**config.mk**
```make
export PLATFORM = sky130hd
export DESIGN_NAME = vr_telemetry_word_converter
export DESIGN_NICKNAME = d
export VERILOG_FILES = /design/src/vrtwc_pkg.sv /design/src/vrtwc_fifo.sv /design/src/vrtwc_csr.sv /design/src/vrtwc_front.sv /design/src/vrtwc_back.sv /design/src/vr_telemetry_word_converter.sv
export SDC_FILE = /design/constraint.sdc
export NUM_CORES = 2
export LEC_CHECK = 0
export BUFFER_PORTS_ARGS = -buffer_cell sky130_fd_sc_hd__buf_2
export CAP_MARGIN = 20
export CORE_MARGIN = 1
export CORE_UTILIZATION = 34
export CTS_CLUSTER_DIAMETER = 120
export DETAILED_ROUTE_END_ITERATION = 12
export MAX_ROUTING_LAYER = met4
export PLACE_DENSITY = 0.58
export SLEW_MARGIN = 10
export SYNTH_ARGS = -nofsm -noshare
export SYNTH_HDL_FRONTEND = slang
export SYNTH_SLANG_ARGS = --single-unit
export TNS_END_PERCENT = 1
```
**constraint.sdc**
```tcl
create_clock -name clock -period 8.1 [get_ports clock]
set_input_delay 0.81 -clock clock [delete_from_list [all_inputs] [get_ports clock]]
set_output_delay 0.81 -clock clock [all_outputs]
set_load 0.01 [all_outputs]
```
**src/vrtwc_pkg.sv**
```systemverilog
`timescale 1ns / 1ps
`default_nettype none
// ----------------------------------------------------------------------------
// vrtwc_pkg
// Shared types, codes and constants of the telemetry word converter.
// ----------------------------------------------------------------------------
package vrtwc_pkg;

   localparam int MAX_PHASES    = 8;
   localparam int MID_DEPTH_DEF = 2;
   localparam int RSP_DEPTH_DEF = 2;

   localparam int CSR_ADDR_W = 5;
   localparam int CSR_DATA_W = 32;

   localparam int VALUE_W     = 17;
   localparam int NUM_A_W     = 17;
   localparam int MAG_B_W     = 14;
   localparam int RECIP_SHIFT = 24;
   localparam int RECIP_W     = RECIP_SHIFT + 1;

   // register indexes (byte address / 4)
   localparam logic [2:0] REG_PROT_GAIN    = 3'd0;
   localparam logic [2:0] REG_VREF_MV      = 3'd1;
   localparam logic [2:0] REG_VOUT_MAX_MV  = 3'd2;
   localparam logic [2:0] REG_VOUT_OV_FIX  = 3'd3;
   localparam logic [2:0] REG_VOUT_IS_VID  = 3'd4;
   localparam logic [2:0] REG_VID_MODE     = 3'd5;
   localparam logic [2:0] REG_SENSE_GAIN   = 3'd6;
   localparam logic [2:0] REG_PHASE_COUNT  = 3'd7;

   // request types
   localparam logic [3:0] REQ_TEMP_LIMIT = 4'd0;
   localparam logic [3:0] REQ_VIN_OV     = 4'd1;
   localparam logic [3:0] REQ_VOUT_OV    = 4'd2;
   localparam logic [3:0] REQ_VOUT_UV    = 4'd3;
   localparam logic [3:0] REQ_VOUT       = 4'd4;
   localparam logic [3:0] REQ_POUT_PK    = 4'd5;
   localparam logic [3:0] REQ_IOUT_PK    = 4'd6;
   localparam logic [3:0] REQ_PHASE_CUR  = 4'd7;
   localparam logic [3:0] REQ_UNSUP      = 4'd8;

   // status codes
   localparam logic [1:0] ST_OK     = 2'd0;
   localparam logic [1:0] ST_NODATA = 2'd1;
   localparam logic [1:0] ST_NOTSUP = 2'd2;

   // VID tables
   localparam logic [1:0] VID_VR12  = 2'd0;
   localparam logic [1:0] VID_VR13  = 2'd1;
   localparam logic [1:0] VID_IMVP9 = 2'd2;

   typedef struct packed {
      logic [4:0]  prot_gain;
      logic [13:0] vref_mv;
      logic [12:0] vout_max_mv;
      logic [14:0] vout_ov_fixed_mv;
      logic        vout_is_vid;
      logic [1:0]  vid_mode;
      logic [6:0]  sense_gain;
      logic [3:0]  phase_count;
   } cfg_type;

   localparam cfg_type CFG_RESET = '{
      prot_gain:        5'd10,
      vref_mv:          14'd0,
      vout_max_mv:      13'd0,
      vout_ov_fixed_mv: 15'd0,
      vout_is_vid:      1'b0,
      vid_mode:         VID_VR13,
      sense_gain:       7'd50,
      phase_count:      4'd1
   };

   // classified transaction between front and back
   typedef struct packed {
      logic                 is_phase;
      logic [VALUE_W-1:0]   value;
      logic [1:0]           status;
      logic [NUM_A_W-1:0]   num_a;
      logic [RECIP_W-1:0]   recip_a;
      logic [MAG_B_W-1:0]   mag_b;
      logic                 neg_b;
      logic [RECIP_W-1:0]   recip_b;
   } mid_type;

   typedef struct packed {
      logic [VALUE_W-1:0] value;
      logic [1:0]         status;
   } rsp_type;

endpackage
`default_nettype wire

```
**src/vrtwc_fifo.sv**
```systemverilog
`timescale 1ns / 1ps
`default_nettype none
// ----------------------------------------------------------------------------
// vrtwc_fifo
// Small synchronous queue, register based.
// ----------------------------------------------------------------------------
module vrtwc_fifo #(
   parameter int DEPTH = 2,
   parameter int WIDTH = 8
) (
   input  wire logic             clock,
   input  wire logic             reset,
   input  wire logic             push,
   input  wire logic [WIDTH-1:0] push_data,
   output logic                  full,
   input  wire logic             pop,
   output logic      [WIDTH-1:0] pop_data,
   output logic                  empty
);

   localparam int PTR_W = (DEPTH > 1) ? $clog2(DEPTH) : 1;
   localparam int CNT_W = $clog2(DEPTH + 1);

   logic [WIDTH-1:0] mem_ff [DEPTH];
   logic [PTR_W-1:0] wr_ptr_ff, wr_ptr_in;
   logic [PTR_W-1:0] rd_ptr_ff, rd_ptr_in;
   logic [CNT_W-1:0] count_ff, count_in;
   logic             do_push, do_pop;

   assign full     = (count_ff == CNT_W'(DEPTH));
   assign empty    = (count_ff == '0);
   assign do_push  = push && !full;
   assign do_pop   = pop && !empty;
   assign pop_data = mem_ff[rd_ptr_ff];

   always_comb begin
      wr_ptr_in = wr_ptr_ff;
      rd_ptr_in = rd_ptr_ff;
      count_in  = count_ff;
      if (do_push) begin
         wr_ptr_in = (wr_ptr_ff == PTR_W'(DEPTH - 1)) ? '0 : wr_ptr_ff + 1'b1;
      end
      if (do_pop) begin
         rd_ptr_in = (rd_ptr_ff == PTR_W'(DEPTH - 1)) ? '0 : rd_ptr_ff + 1'b1;
      end
      if (do_push && !do_pop) begin
         count_in = count_ff + 1'b1;
      end else if (do_pop && !do_push) begin
         count_in = count_ff - 1'b1;
      end
   end

   always_ff @(posedge clock) begin
      if (reset) begin
         wr_ptr_ff <= '0;
         rd_ptr_ff <= '0;
         count_ff  <= '0;
      end else begin
         wr_ptr_ff <= wr_ptr_in;
         rd_ptr_ff <= rd_ptr_in;
         count_ff  <= count_in;
      end
   end

   always_ff @(posedge clock) begin
      if (do_push) begin
         mem_ff[wr_ptr_ff] <= push_data;
      end
   end

endmodule
`default_nettype wire

```
**src/vrtwc_csr.sv**
```systemverilog
`timescale 1ns / 1ps
`default_nettype none
// ----------------------------------------------------------------------------
// vrtwc_csr
// APB configuration registers of the rail.
// ----------------------------------------------------------------------------
module vrtwc_csr import vrtwc_pkg::*; (
   input  wire logic                  clock,
   input  wire logic                  reset,
   input  wire logic                  psel,
   input  wire logic                  penable,
   input  wire logic                  pwrite,
   input  wire logic [CSR_ADDR_W-1:0] paddr,
   input  wire logic [CSR_DATA_W-1:0] pwdata,
   output logic      [CSR_DATA_W-1:0] prdata,
   output logic                       pready,
   output cfg_type                    cfg
);

   cfg_type    cfg_ff, cfg_in;
   logic [2:0] reg_idx;
   logic       wr_en;

   assign pready  = 1'b1;
   assign reg_idx = paddr[4:2];
   assign wr_en   = psel && penable && pwrite && pready;
   assign cfg     = cfg_ff;

   always_comb begin
      cfg_in = cfg_ff;
      if (wr_en) begin
         unique case (reg_idx)
            REG_PROT_GAIN:   cfg_in.prot_gain        = pwdata[4:0];
            REG_VREF_MV:     cfg_in.vref_mv          = pwdata[13:0];
            REG_VOUT_MAX_MV: cfg_in.vout_max_mv      = pwdata[12:0];
            REG_VOUT_OV_FIX: cfg_in.vout_ov_fixed_mv = pwdata[14:0];
            REG_VOUT_IS_VID: cfg_in.vout_is_vid      = pwdata[0];
            REG_VID_MODE:    cfg_in.vid_mode         = pwdata[1:0];
            REG_SENSE_GAIN:  cfg_in.sense_gain       = pwdata[6:0];
            REG_PHASE_COUNT: cfg_in.phase_count      = pwdata[3:0];
         endcase
      end
   end

   always_comb begin
      unique case (reg_idx)
         REG_PROT_GAIN:   prdata = CSR_DATA_W'(cfg_ff.prot_gain);
         REG_VREF_MV:     prdata = CSR_DATA_W'(cfg_ff.vref_mv);
         REG_VOUT_MAX_MV: prdata = CSR_DATA_W'(cfg_ff.vout_max_mv);
         REG_VOUT_OV_FIX: prdata = CSR_DATA_W'(cfg_ff.vout_ov_fixed_mv);
         REG_VOUT_IS_VID: prdata = CSR_DATA_W'(cfg_ff.vout_is_vid);
         REG_VID_MODE:    prdata = CSR_DATA_W'(cfg_ff.vid_mode);
         REG_SENSE_GAIN:  prdata = CSR_DATA_W'(cfg_ff.sense_gain);
         REG_PHASE_COUNT: prdata = CSR_DATA_W'(cfg_ff.phase_count);
      endcase
   end

   always_ff @(posedge clock) begin
      if (reset) begin
         cfg_ff <= CFG_RESET;
      end else begin
         cfg_ff <= cfg_in;
      end
   end

endmodule
`default_nettype wire

```
**src/vrtwc_front.sv**
```systemverilog
`timescale 1ns / 1ps
`default_nettype none
// ----------------------------------------------------------------------------
// vrtwc_front
// Request decode: finishes the simple conversions and prepares the
// reciprocal divides of the phase current request.
// ----------------------------------------------------------------------------
module vrtwc_front import vrtwc_pkg::*; (
   input  wire cfg_type     cfg,
   input  wire logic [3:0]  req_type,
   input  wire logic [15:0] req_raw_word,
   input  wire logic [3:0]  req_phase_index,
   input  wire logic [15:0] req_total_current_word,
   output mid_type          item
);

   // entry 0 holds the reciprocal of 1: a zero count or gain acts as one
   logic [RECIP_W-1:0] recip_np_tab [16];
   logic [RECIP_W-1:0] recip_g_tab  [128];

   for (genvar i = 0; i < 16; i++) begin : g_np_tab
      localparam int D = (i == 0) ? 1 : i;
      localparam logic [RECIP_W-1:0] R = RECIP_W'(((1 << RECIP_SHIFT) + D - 1) / D);
      assign recip_np_tab[i] = R;
   end

   for (genvar i = 0; i < 128; i++) begin : g_g_tab
      localparam int D = (i == 0) ? 1 : i;
      localparam logic [RECIP_W-1:0] R = RECIP_W'(((1 << RECIP_SHIFT) + D - 1) / D);
      assign recip_g_tab[i] = R;
   end

   logic [7:0]  lo_byte;
   logic [3:0]  step_k;
   logic [8:0]  vin_sum;
   logic [8:0]  fifty_k;
   logic [13:0] ov_track;
   logic [14:0] ov_min;
   logic [8:0]  k_scale;
   logic [10:0] uv_sub;
   logic [16:0] uv_val;
   logic [11:0] vid_code;
   logic [14:0] code_x5;
   logic [15:0] code_x10;
   logic [16:0] vout_val;
   logic        vid_bad;
   logic [13:0] pk_sum;
   logic [7:0]  cs_byte;
   logic [14:0] cs_x100;
   logic        cs_neg;
   logic [14:0] cs_diff;

   assign lo_byte  = req_raw_word[7:0];
   assign step_k   = {1'b0, req_raw_word[2:0]} + 4'd1;
   assign vin_sum  = {1'b0, lo_byte} + 9'd4;
   assign fifty_k  = 9'(step_k) * 9'd50;
   assign ov_track = 14'(cfg.vout_max_mv) + 14'(fifty_k);
   assign ov_min   = ({1'b0, ov_track} < cfg.vout_ov_fixed_mv) ?
                     {1'b0, ov_track} : cfg.vout_ov_fixed_mv;
   // (10*vref - 50*k*scale) is a multiple of ten, so the rounding is exact
   assign k_scale  = 9'(step_k) * 9'(cfg.prot_gain);
   assign uv_sub   = 11'(k_scale) * 11'd5;
   assign uv_val   = 17'(cfg.vref_mv) - 17'(uv_sub);
   assign vid_code = req_raw_word[11:0];
   assign code_x5  = 15'(vid_code) * 15'd5;
   assign code_x10 = 16'(vid_code) * 16'd10;
   assign pk_sum   = 14'(req_raw_word[12:0]) + 14'd2;
   assign cs_byte  = req_phase_index[0] ? req_raw_word[15:8] : req_raw_word[7:0];
   assign cs_x100  = 15'(cs_byte) * 15'd100;
   assign cs_neg   = (cs_x100 < 15'd9800);
   assign cs_diff  = cs_neg ? (15'd9800 - cs_x100) : (cs_x100 - 15'd9800);

   always_comb begin
      vid_bad  = 1'b0;
      vout_val = 17'(vid_code);
      if (cfg.vout_is_vid) begin
         if (vid_code == '0) begin
            vout_val = '0;
         end else begin
            unique case (cfg.vid_mode)
               VID_VR12:  vout_val = 17'(code_x5) + 17'd245;
               VID_VR13:  vout_val = 17'(code_x10) + 17'd490;
               VID_IMVP9: vout_val = 17'(code_x10) + 17'd190;
               default: begin
                  vout_val = '0;
                  vid_bad  = 1'b1;
               end
            endcase
         end
      end
   end

   always_comb begin
      item          = '0;
      item.status   = ST_OK;
      item.num_a    = 17'(req_total_current_word) + 17'(cfg.phase_count[3:1]);
      item.recip_a  = recip_np_tab[cfg.phase_count];
      item.mag_b    = 14'(cs_diff) + 14'(cfg.sense_gain[6:1]);
      item.neg_b    = cs_neg;
      item.recip_b  = recip_g_tab[cfg.sense_gain];
      unique case (req_type)
         REQ_TEMP_LIMIT: item.value = 17'(lo_byte);
         REQ_VIN_OV:     item.value = 17'(vin_sum[8:3]);
         REQ_VOUT_OV:    item.value = 17'(ov_min);
         REQ_VOUT_UV:    item.value = uv_val;
         REQ_VOUT: begin
            if (vid_bad) begin
               item.status = ST_NODATA;
            end else begin
               item.value = vout_val;
            end
         end
         REQ_POUT_PK, REQ_IOUT_PK: item.value = 17'(pk_sum[13:2]);
         REQ_PHASE_CUR: begin
            if (req_phase_index >= 4'(MAX_PHASES)) begin
               item.status = ST_NODATA;
            end else begin
               item.is_phase = 1'b1;
            end
         end
         REQ_UNSUP: item.status = ST_NOTSUP;
         default:   item.status = ST_NODATA;
      endcase
   end

endmodule
`default_nettype wire

```
**src/vrtwc_back.sv**
```systemverilog
`timescale 1ns / 1ps
`default_nettype none
// ----------------------------------------------------------------------------
// vrtwc_back
// Reciprocal multiply stage and phase current select.
// ----------------------------------------------------------------------------
module vrtwc_back import vrtwc_pkg::*; (
   input  wire logic    clock,
   input  wire logic    reset,
   input  wire mid_type mid_item,
   input  wire logic    mid_empty,
   output logic         mid_pop,
   output rsp_type      rsp_item,
   input  wire logic    rsp_full,
   output logic         rsp_push
);

   localparam int PROD_A_W = NUM_A_W + RECIP_W;
   localparam int PROD_B_W = MAG_B_W + RECIP_W;
   localparam int QB_W     = PROD_B_W - RECIP_SHIFT;

   logic                valid_ff, valid_in;
   logic                is_phase_ff;
   logic [VALUE_W-1:0]  value_ff;
   logic [1:0]          status_ff;
   logic [PROD_A_W-1:0] prod_a_ff;
   logic [PROD_B_W-1:0] prod_b_ff;
   logic                neg_b_ff;
   logic                advance;

   logic [VALUE_W-1:0]      q_a;
   logic [QB_W-1:0]         q_b;
   logic signed [VALUE_W:0] a_s, b_s, max_s;

   assign advance  = !valid_ff || !rsp_full;
   assign mid_pop  = advance && !mid_empty;
   assign valid_in = advance ? !mid_empty : valid_ff;
   assign rsp_push = valid_ff && !rsp_full;

   always_ff @(posedge clock) begin
      if (reset) begin
         valid_ff <= 1'b0;
      end else begin
         valid_ff <= valid_in;
      end
   end

   always_ff @(posedge clock) begin
      if (mid_pop) begin
         is_phase_ff <= mid_item.is_phase;
         value_ff    <= mid_item.value;
         status_ff   <= mid_item.status;
         prod_a_ff   <= PROD_A_W'(mid_item.num_a) * PROD_A_W'(mid_item.recip_a);
         prod_b_ff   <= PROD_B_W'(mid_item.mag_b) * PROD_B_W'(mid_item.recip_b);
         neg_b_ff    <= mid_item.neg_b;
      end
   end

   assign q_a   = prod_a_ff[RECIP_SHIFT +: VALUE_W];
   assign q_b   = prod_b_ff[PROD_B_W-1:RECIP_SHIFT];
   assign a_s   = signed'({1'b0, q_a});
   assign b_s   = neg_b_ff ? -signed'((VALUE_W+1)'(q_b)) : signed'((VALUE_W+1)'(q_b));
   assign max_s = (a_s > b_s) ? a_s : b_s;

   always_comb begin
      rsp_item.status = status_ff;
      rsp_item.value  = is_phase_ff ? max_s[VALUE_W-1:0] : value_ff;
   end

endmodule
`default_nettype wire

```
**src/vr_telemetry_word_converter.sv**
```systemverilog
`timescale 1ns / 1ps
`default_nettype none
// ----------------------------------------------------------------------------
// vr_telemetry_word_converter
// Converts raw regulator telemetry words of one rail to direct format.
//
//  channel  ports                          handshake
//  request  req_type/raw_word/phase_index/ push, full
//           total_current_word
//  result   rsp_value, rsp_status          pop, empty
//  config   paddr, pwdata, prdata          psel, penable, pwrite, pready
//
// One transaction per cycle sustained while the result queue has room; a
// result shows on the result ports once its request has passed the middle
// queue write, the multiply stage load and the result queue write. Reset
// empties both queues and loads the register reset values.
// A full result queue stalls the back end; the front keeps taking requests
// until the middle queue fills.
// ----------------------------------------------------------------------------
module vr_telemetry_word_converter import vrtwc_pkg::*; #(
   parameter int MID_DEPTH = MID_DEPTH_DEF,
   parameter int RSP_DEPTH = RSP_DEPTH_DEF
) (
   input  wire logic                  clock,
   input  wire logic                  reset,
   input  wire logic                  push,
   output logic                       full,
   input  wire logic [3:0]            req_type,
   input  wire logic [15:0]           req_raw_word,
   input  wire logic [3:0]            req_phase_index,
   input  wire logic [15:0]           req_total_current_word,
   output logic                       empty,
   input  wire logic                  pop,
   output logic signed [VALUE_W-1:0]  rsp_value,
   output logic [1:0]                 rsp_status,
   input  wire logic                  psel,
   input  wire logic                  penable,
   input  wire logic                  pwrite,
   input  wire logic [CSR_ADDR_W-1:0] paddr,
   input  wire logic [CSR_DATA_W-1:0] pwdata,
   output logic      [CSR_DATA_W-1:0] prdata,
   output logic                       pready
);

   cfg_type cfg;
   mid_type front_item, mid_item;
   rsp_type back_item, rsp_item;
   logic    mid_empty, mid_pop, mid_full;
   logic    rsp_push, rsp_full;

   vrtwc_csr u_csr (
      .clock   (clock),
      .reset   (reset),
      .psel    (psel),
      .penable (penable),
      .pwrite  (pwrite),
      .paddr   (paddr),
      .pwdata  (pwdata),
      .prdata  (prdata),
      .pready  (pready),
      .cfg     (cfg)
   );

   vrtwc_front u_front (
      .cfg                    (cfg),
      .req_type               (req_type),
      .req_raw_word           (req_raw_word),
      .req_phase_index        (req_phase_index),
      .req_total_current_word (req_total_current_word),
      .item                   (front_item)
   );

   vrtwc_fifo #(
      .DEPTH (MID_DEPTH),
      .WIDTH ($bits(mid_type))
   ) u_mid_q (
      .clock     (clock),
      .reset     (reset),
      .push      (push),
      .push_data (front_item),
      .full      (mid_full),
      .pop       (mid_pop),
      .pop_data  (mid_item),
      .empty     (mid_empty)
   );

   assign full = mid_full;

   vrtwc_back u_back (
      .clock     (clock),
      .reset     (reset),
      .mid_item  (mid_item),
      .mid_empty (mid_empty),
      .mid_pop   (mid_pop),
      .rsp_item  (back_item),
      .rsp_full  (rsp_full),
      .rsp_push  (rsp_push)
   );

   vrtwc_fifo #(
      .DEPTH (RSP_DEPTH),
      .WIDTH ($bits(rsp_type))
   ) u_rsp_q (
      .clock     (clock),
      .reset     (reset),
      .push      (rsp_push),
      .push_data (back_item),
      .full      (rsp_full),
      .pop       (pop),
      .pop_data  (rsp_item),
      .empty     (empty)
   );

   assign rsp_value  = signed'(rsp_item.value);
   assign rsp_status = rsp_item.status;

endmodule
`default_nettype wire
```
# ---- Yosys cells after proc, flatten, opt, wreduce, memory -nomap -nowiden
# Memory sizes are Yosys's and may differ from the RTL's. A register that Yosys moved wholly into a read port is not among the register bits.
# Index checks and enable logic that the tools add are counted.
dict set report totals {
  regBits 171
  mem_bits_rw 242
  out_inout_bits 54
  memories 4
  mem_bits_ro 3600
}
dict set report op_classes {
  add_sub_neg 21
  n_eq_ne 19
  n_mux 40
  mul 8
  n_reduce_logical 41
  bitwise_logic 2
  order_cmp 6
}
# memory words word_bits rd rd_clocked_by_memory_dff wr line_no
set memory_table {}
lappend memory_table {{(name not given)} 128 25 1 0 0 vrtwc_front.sv:100} ;# item.recip_b = recip_g_tab[cfg.sense_gain];
lappend memory_table {{(name not given)} 16 25 1 0 0 vrtwc_front.sv:97} ;# item.recip_a = recip_np_tab[cfg.phase_count];
lappend memory_table {u_mid_q.mem_ff 2 102 1 1 1 vrtwc_fifo.sv:24} ;# logic [WIDTH-1:0] mem_ff [DEPTH];
lappend memory_table {u_rsp_q.mem_ff 2 19 1 1 1 vrtwc_fifo.sv:24}
# op count
set op_table {}
lappend op_table {{32-bit case mux with 8 select lines} 1}
lappend op_table {{17-bit case mux with 6 select lines} 1}
lappend op_table {{25-bit two-way mux} 4}
lappend op_table {{17-bit two-way mux} 5}
lappend op_table {{17-bit case mux with 3 select lines} 1}
lappend op_table {{17-bit by 25-bit multiplier with 41-bit output} 1}
lappend op_table {{14-bit by 25-bit multiplier with 39-bit output} 1}
lappend op_table {{12-bit by 3-bit multiplier with 15-bit output, second input constant} 2}
lappend op_table {{1-bit two-way mux} 19}
lappend op_table {{18-bit > comparator} 1}
lappend op_table {{18-bit two-way mux} 1}
lappend op_table {{15-bit negator with 18-bit output} 1}
lappend op_table {{16-bit by 3-bit adder with 17-bit output} 1}
lappend op_table {{16-bit by 8-bit adder with 17-bit output, second input constant} 1}
lappend op_table {{16-bit by 9-bit adder with 17-bit output, second input constant} 1}
lappend op_table {{15-bit by 8-bit adder with 16-bit output, second input constant} 1}
lappend op_table {{4-bit by 3-bit equality test with 1-bit output, second input constant} 4}
lappend op_table {{2-bit AND reduction} 8}
lappend op_table {{14-bit by 15-bit less-than comparator with 1-bit output} 1}
lappend op_table {{15-bit by 14-bit less-than comparator with 1-bit output, second input constant} 1}
lappend op_table {{15-bit two-way mux} 1}
lappend op_table {{14-bit by 11-bit subtractor with 15-bit output} 1}
lappend op_table {{13-bit by 2-bit adder with 14-bit output, second input constant} 1}
lappend op_table {{13-bit by 9-bit adder with 14-bit output} 1}
lappend op_table {{other kinds (40)} 77}

# ---- Logic depth before layout (Yosys ltp)
dict set report depth {
  word_depth 8
  depth_mapped 30
  ltp_nobuf 28
}

# ---- Modules after synthesis
# A second synthesis with hierarchy kept.
dict set report unflattened {
  cells_unflattened 5262
  hier_area_um2 49203.4
}
# mod instances cells_each area_per_inst_um2
set by_module_without_submodules {}
lappend by_module_without_submodules {vrtwc_back 1 2951 26385.3}
lappend by_module_without_submodules {vrtwc_front 1 1550 10428.8}
lappend by_module_without_submodules {{vrtwc_fifo (u_mid_q)} 1 342 7599.8}
lappend by_module_without_submodules {vrtwc_csr 1 335 3204.3}
lappend by_module_without_submodules {{vrtwc_fifo (u_rsp_q)} 1 84 1585.3}

# ---- Worst setup path after synthesis
# OpenSTA, ideal clock, no wires.
dict set report synth_path {
  path_kind {reg-to-reg}
  from {register with a tool-made name}
  to {register u_back.prod_b_ff[38] (data pin)}
  path_slack_ps 473
  t_arrival_ps 7367
  required_time_ps 7840
  n_path_buf 5
  setup_time_ps 260
  path_stages_with_launch 26
  path_cell_list {dfxtp_1 > buf_2 > buf_2 > buf_1 > clkbuf_1 > buf_1 > mux2i_1 > nor2_1 > fa_1 > inv_1 > fa_1 > fa_1 > fa_1 > fa_1 > fa_1 > inv_1 > ha_1 > nand3_1 > or3_1 > a2111oi_1 > nor3_1 > a21oi_2 > a31oi_1 > a21oi_1 > a21oi_1 > xnor2_1}
}
# item line_no
set synth_rtl {}
lappend synth_rtl {{end signal: assignment} vrtwc_back.sv:54} ;# prod_b_ff <= PROD_B_W'(mid_item.mag_b) * PROD_B_W'(mid_item.recip_b);
lappend synth_rtl {{end: declaration} vrtwc_back.sv:27} ;# logic [PROD_B_W-1:0] prod_b_ff;

==> reports/qor.yml <==
cts-root-buf: "clkbuf_16"
dieWidth_um: 375
finalWirelength_mm: 143
hpwl_mm: 113
num_vias: 36800
wl_per_cell_um: 20.3
clk_path_buf_depth: 3
status: "completed"
drc_errors: 0
track_usage_pct: 20.9
grt_pass1_wl_mm: 222
period_needed_ps: 7610
synth-async-reset-ratio_pct: 0
post_cts_resize_count: 0
max_freq_mhz: 131
clk_latency_ps: 590
startpoint_type: "flop"
synth-seq-area-share_pct: 21.4
cts_buffers: 38
reg2regPathDepth: 26
gp_congestion: 0.982
drt-initial-drc-count: 3206
antenna_found_initial: 2
grt_max_degree: 81
io_buffers: 98
multiInputGateArea_um2: 33300
routed_via_density: 5.25
final_layout_size_suffix_gt1_share_pct: 9.02
clkSinkCount: 361
die_h_um: 375
h-tree-depth: 2
rsz0062_at_grt: "false"
synthCells: 5132
regArea_um2: 10100
tightest_slew_ps: 1150
yosys_warnings: 0
cts_hold_buf: 0
critPathArrivalTime_ps: 7930
fillerInstances: 14000
min_path_cells: 0
grt_pass1_vias: 37600
crit_type: "reg -> reg"
worst_slack_ps: 488
fin_skew_ps: 29.3
syn-cell-area_um2: 47300
placed_area_um2: 50300
fin_nets: 6318
post_cts_buffers: 0
synth_cell_types: 96
post-route-period-util_pct: 94.0
setup_viol: 0
n_antenna_cell: 0
rows: 136
path_max_fanout: 20
drv_slew: 0
worstHoldStart: "u_back.status_ff[0]$_DFFE_PP_"
critPathRequiredTime_ps: 8420
die_area_um2: 141000
grt_overflow: 0
hold_path_class: "reg -> reg"
final_cells: 7013
cp-end-kind: "flop"
fin_area_um2: 51700
areaGrowthSynthToFinish_pct: 9.35
hold_viol: 0
coreArea_um2: 138000
start_util_pct: 34.3
relSlewSlack_pct: 23.0
cts_tree: "done"
reg2reg_slack_ps: 490
ys_seq_elements: 361
dr.pass1.iters: 7
synth_edf_count: 289
ant_nets: 0
clkTransAtPathRegs_ps: 60
synth_flop_cell: "edfxtp_1"
syn_avg_cell_area_um2: 9.22
dp_cells: 6943
hold_end: "u_rsp_q.mem_ff[1][0]$_DFFE_PP_"
final.setup.tns_ps: 0
dp_slack_ps: 435
max-cap-violations: 0
timing.rr.end: "u_back.prod_b_ff[38]$_DFFE_PP_"
io_pins: 138
-- through the flow --
stage / util [%] / hold slack (ps)
floorplan: - / 421
global placement: 36.5 / 434
detailed placement: 36.5 / 444
CTS: 37.5 / 443
global route: 37.5 / 460
finish: 37.5 / 453
-- placed cells by master, fill, tap and decap left out, types with 48 or more instances in the layout --
cell type,Yosys,routed
inv_1,815,814
nand2_1,704,704
fa_1,637,637
nor2_1,492,490
ha_1,407,407
edfxtp_1,289,289
a21oi_1,228,227
o21ai_0,157,157
buf_4,20,128
mux2_2,126,126
mux2i_1,105,99
buf_2,3,98
xnor2_1,90,90
xor2_1,80,80
dfxtp_1,72,67
nand3_1,62,62
a21o_1,57,57
nor3_1,48,48
-- cells in the mapped netlist (90+ instances only) --
cell | n | share of area (%)
ha_1 | 407 | 11
o21ai_0 | 157 | 1.7
nand2_1 | 704 | 5.6
mux2_2 | 126 | 3.0
mux2i_1 | 105 | 2.2
inv_1 | 815 | 6.5
fa_1 | 637 | 27
nor2_1 | 492 | 3.9
a21oi_1 | 228 | 2.4
xnor2_1 | 90 | 1.7
clkbuf_1 | 171 | 1.4
edfxtp_1 | 289 | 18
-- worst max-delay path, stage by stage (launching register included) --
cell and delay [ps]:
dfxtp_4 550, buf_12 210, buf_4 270, mux2i_1 460
buf_4 230, nor2_1 60, fa_1 520, fa_1 530
inv_1 50, fa_1 440, fa_1 490, inv_1 50
fa_1 470, inv_1 50, fa_1 480, inv_1 40
ha_1 330, nand4_1 100, or3_1 350, a2111oi_1 490
buf_4 200, nor3_1 50, a21oi_2 270, a31oi_1 170
a21oi_1 230, a21oi_1 110, xnor2_1 120
-- sequential cells by signal, summed over array words and instances (netlist names), 2 cells and up, named ones only --
register / flops
u_back.prod_a_ff: 17
u_back.prod_b_ff: 15
u_back.status_ff: 2
u_back.value_ff: 17
u_csr.cfg: 61
u_mid_q.count_ff: 2
u_mid_q.mem_ff: 198
u_rsp_q.count_ff: 2
u_rsp_q.mem_ff: 38
-- final cells by class --
| class | count | share of cell area (%) |
|---|---|---|
| multi-input combinational | 3739 | 64.3 |
| tap | 1794 | 4.34 |
| timing repair buffer | 232 | 3.03 |
| clock buffer | 39 | 1.84 |
| sequential | 361 | 19.6 |
| inverter | 818 | 5.93 |
| clock inverter | 30 | 0.957 |
-- kinds of logic after synthesis --
family / count (synthesis) / synth area share (%)
buffers and inverters: 1049 / 8.51
muxes: 233 / 5.31
adders and majority gates: 1044 / 37.7
DFF: 361 / 21.4
xor gates and xnor gates: 172 / 3.22
AOI/OAI and AO/OA: 749 / 10.2
other: 2 / 0.0159
and+or+nand+nor: 1522 / 13.7
-- worst max-delay path by stage --
stage | start | end | slack (ps) | depth (start not counted)
global placement | flop | u_back.prod_b_ff[38]$_DFFE_PP_ | 510 | 26
floorplan | flop | u_back.prod_b_ff[38]$_DFFE_PP_ | 470 | 25
finish | flop | u_back.prod_b_ff[38]$_DFFE_PP_ | 490 | 26
detailed placement | flop | u_back.prod_b_ff[31]$_DFFE_PP_ | 440 | 27
global route | flop | u_back.prod_b_ff[38]$_DFFE_PP_ | 100 | 26
CTS | flop | u_back.prod_b_ff[38]$_DFFE_PP_ | 430 | 26
-- metal layers --
metal  GRT usage, %  share of wire [%]  vias up
li1               -                  -    16900
met1           27.7                 44    18500
met2           33.8                 47     1256
met3           2.54                6.3      187
met4           5.64                2.8        0
met5              -                  0        -
Power is left out: the tool's default activity adds up to more than one toggle a clock period on the data nets, which glitch-free logic cannot reach.
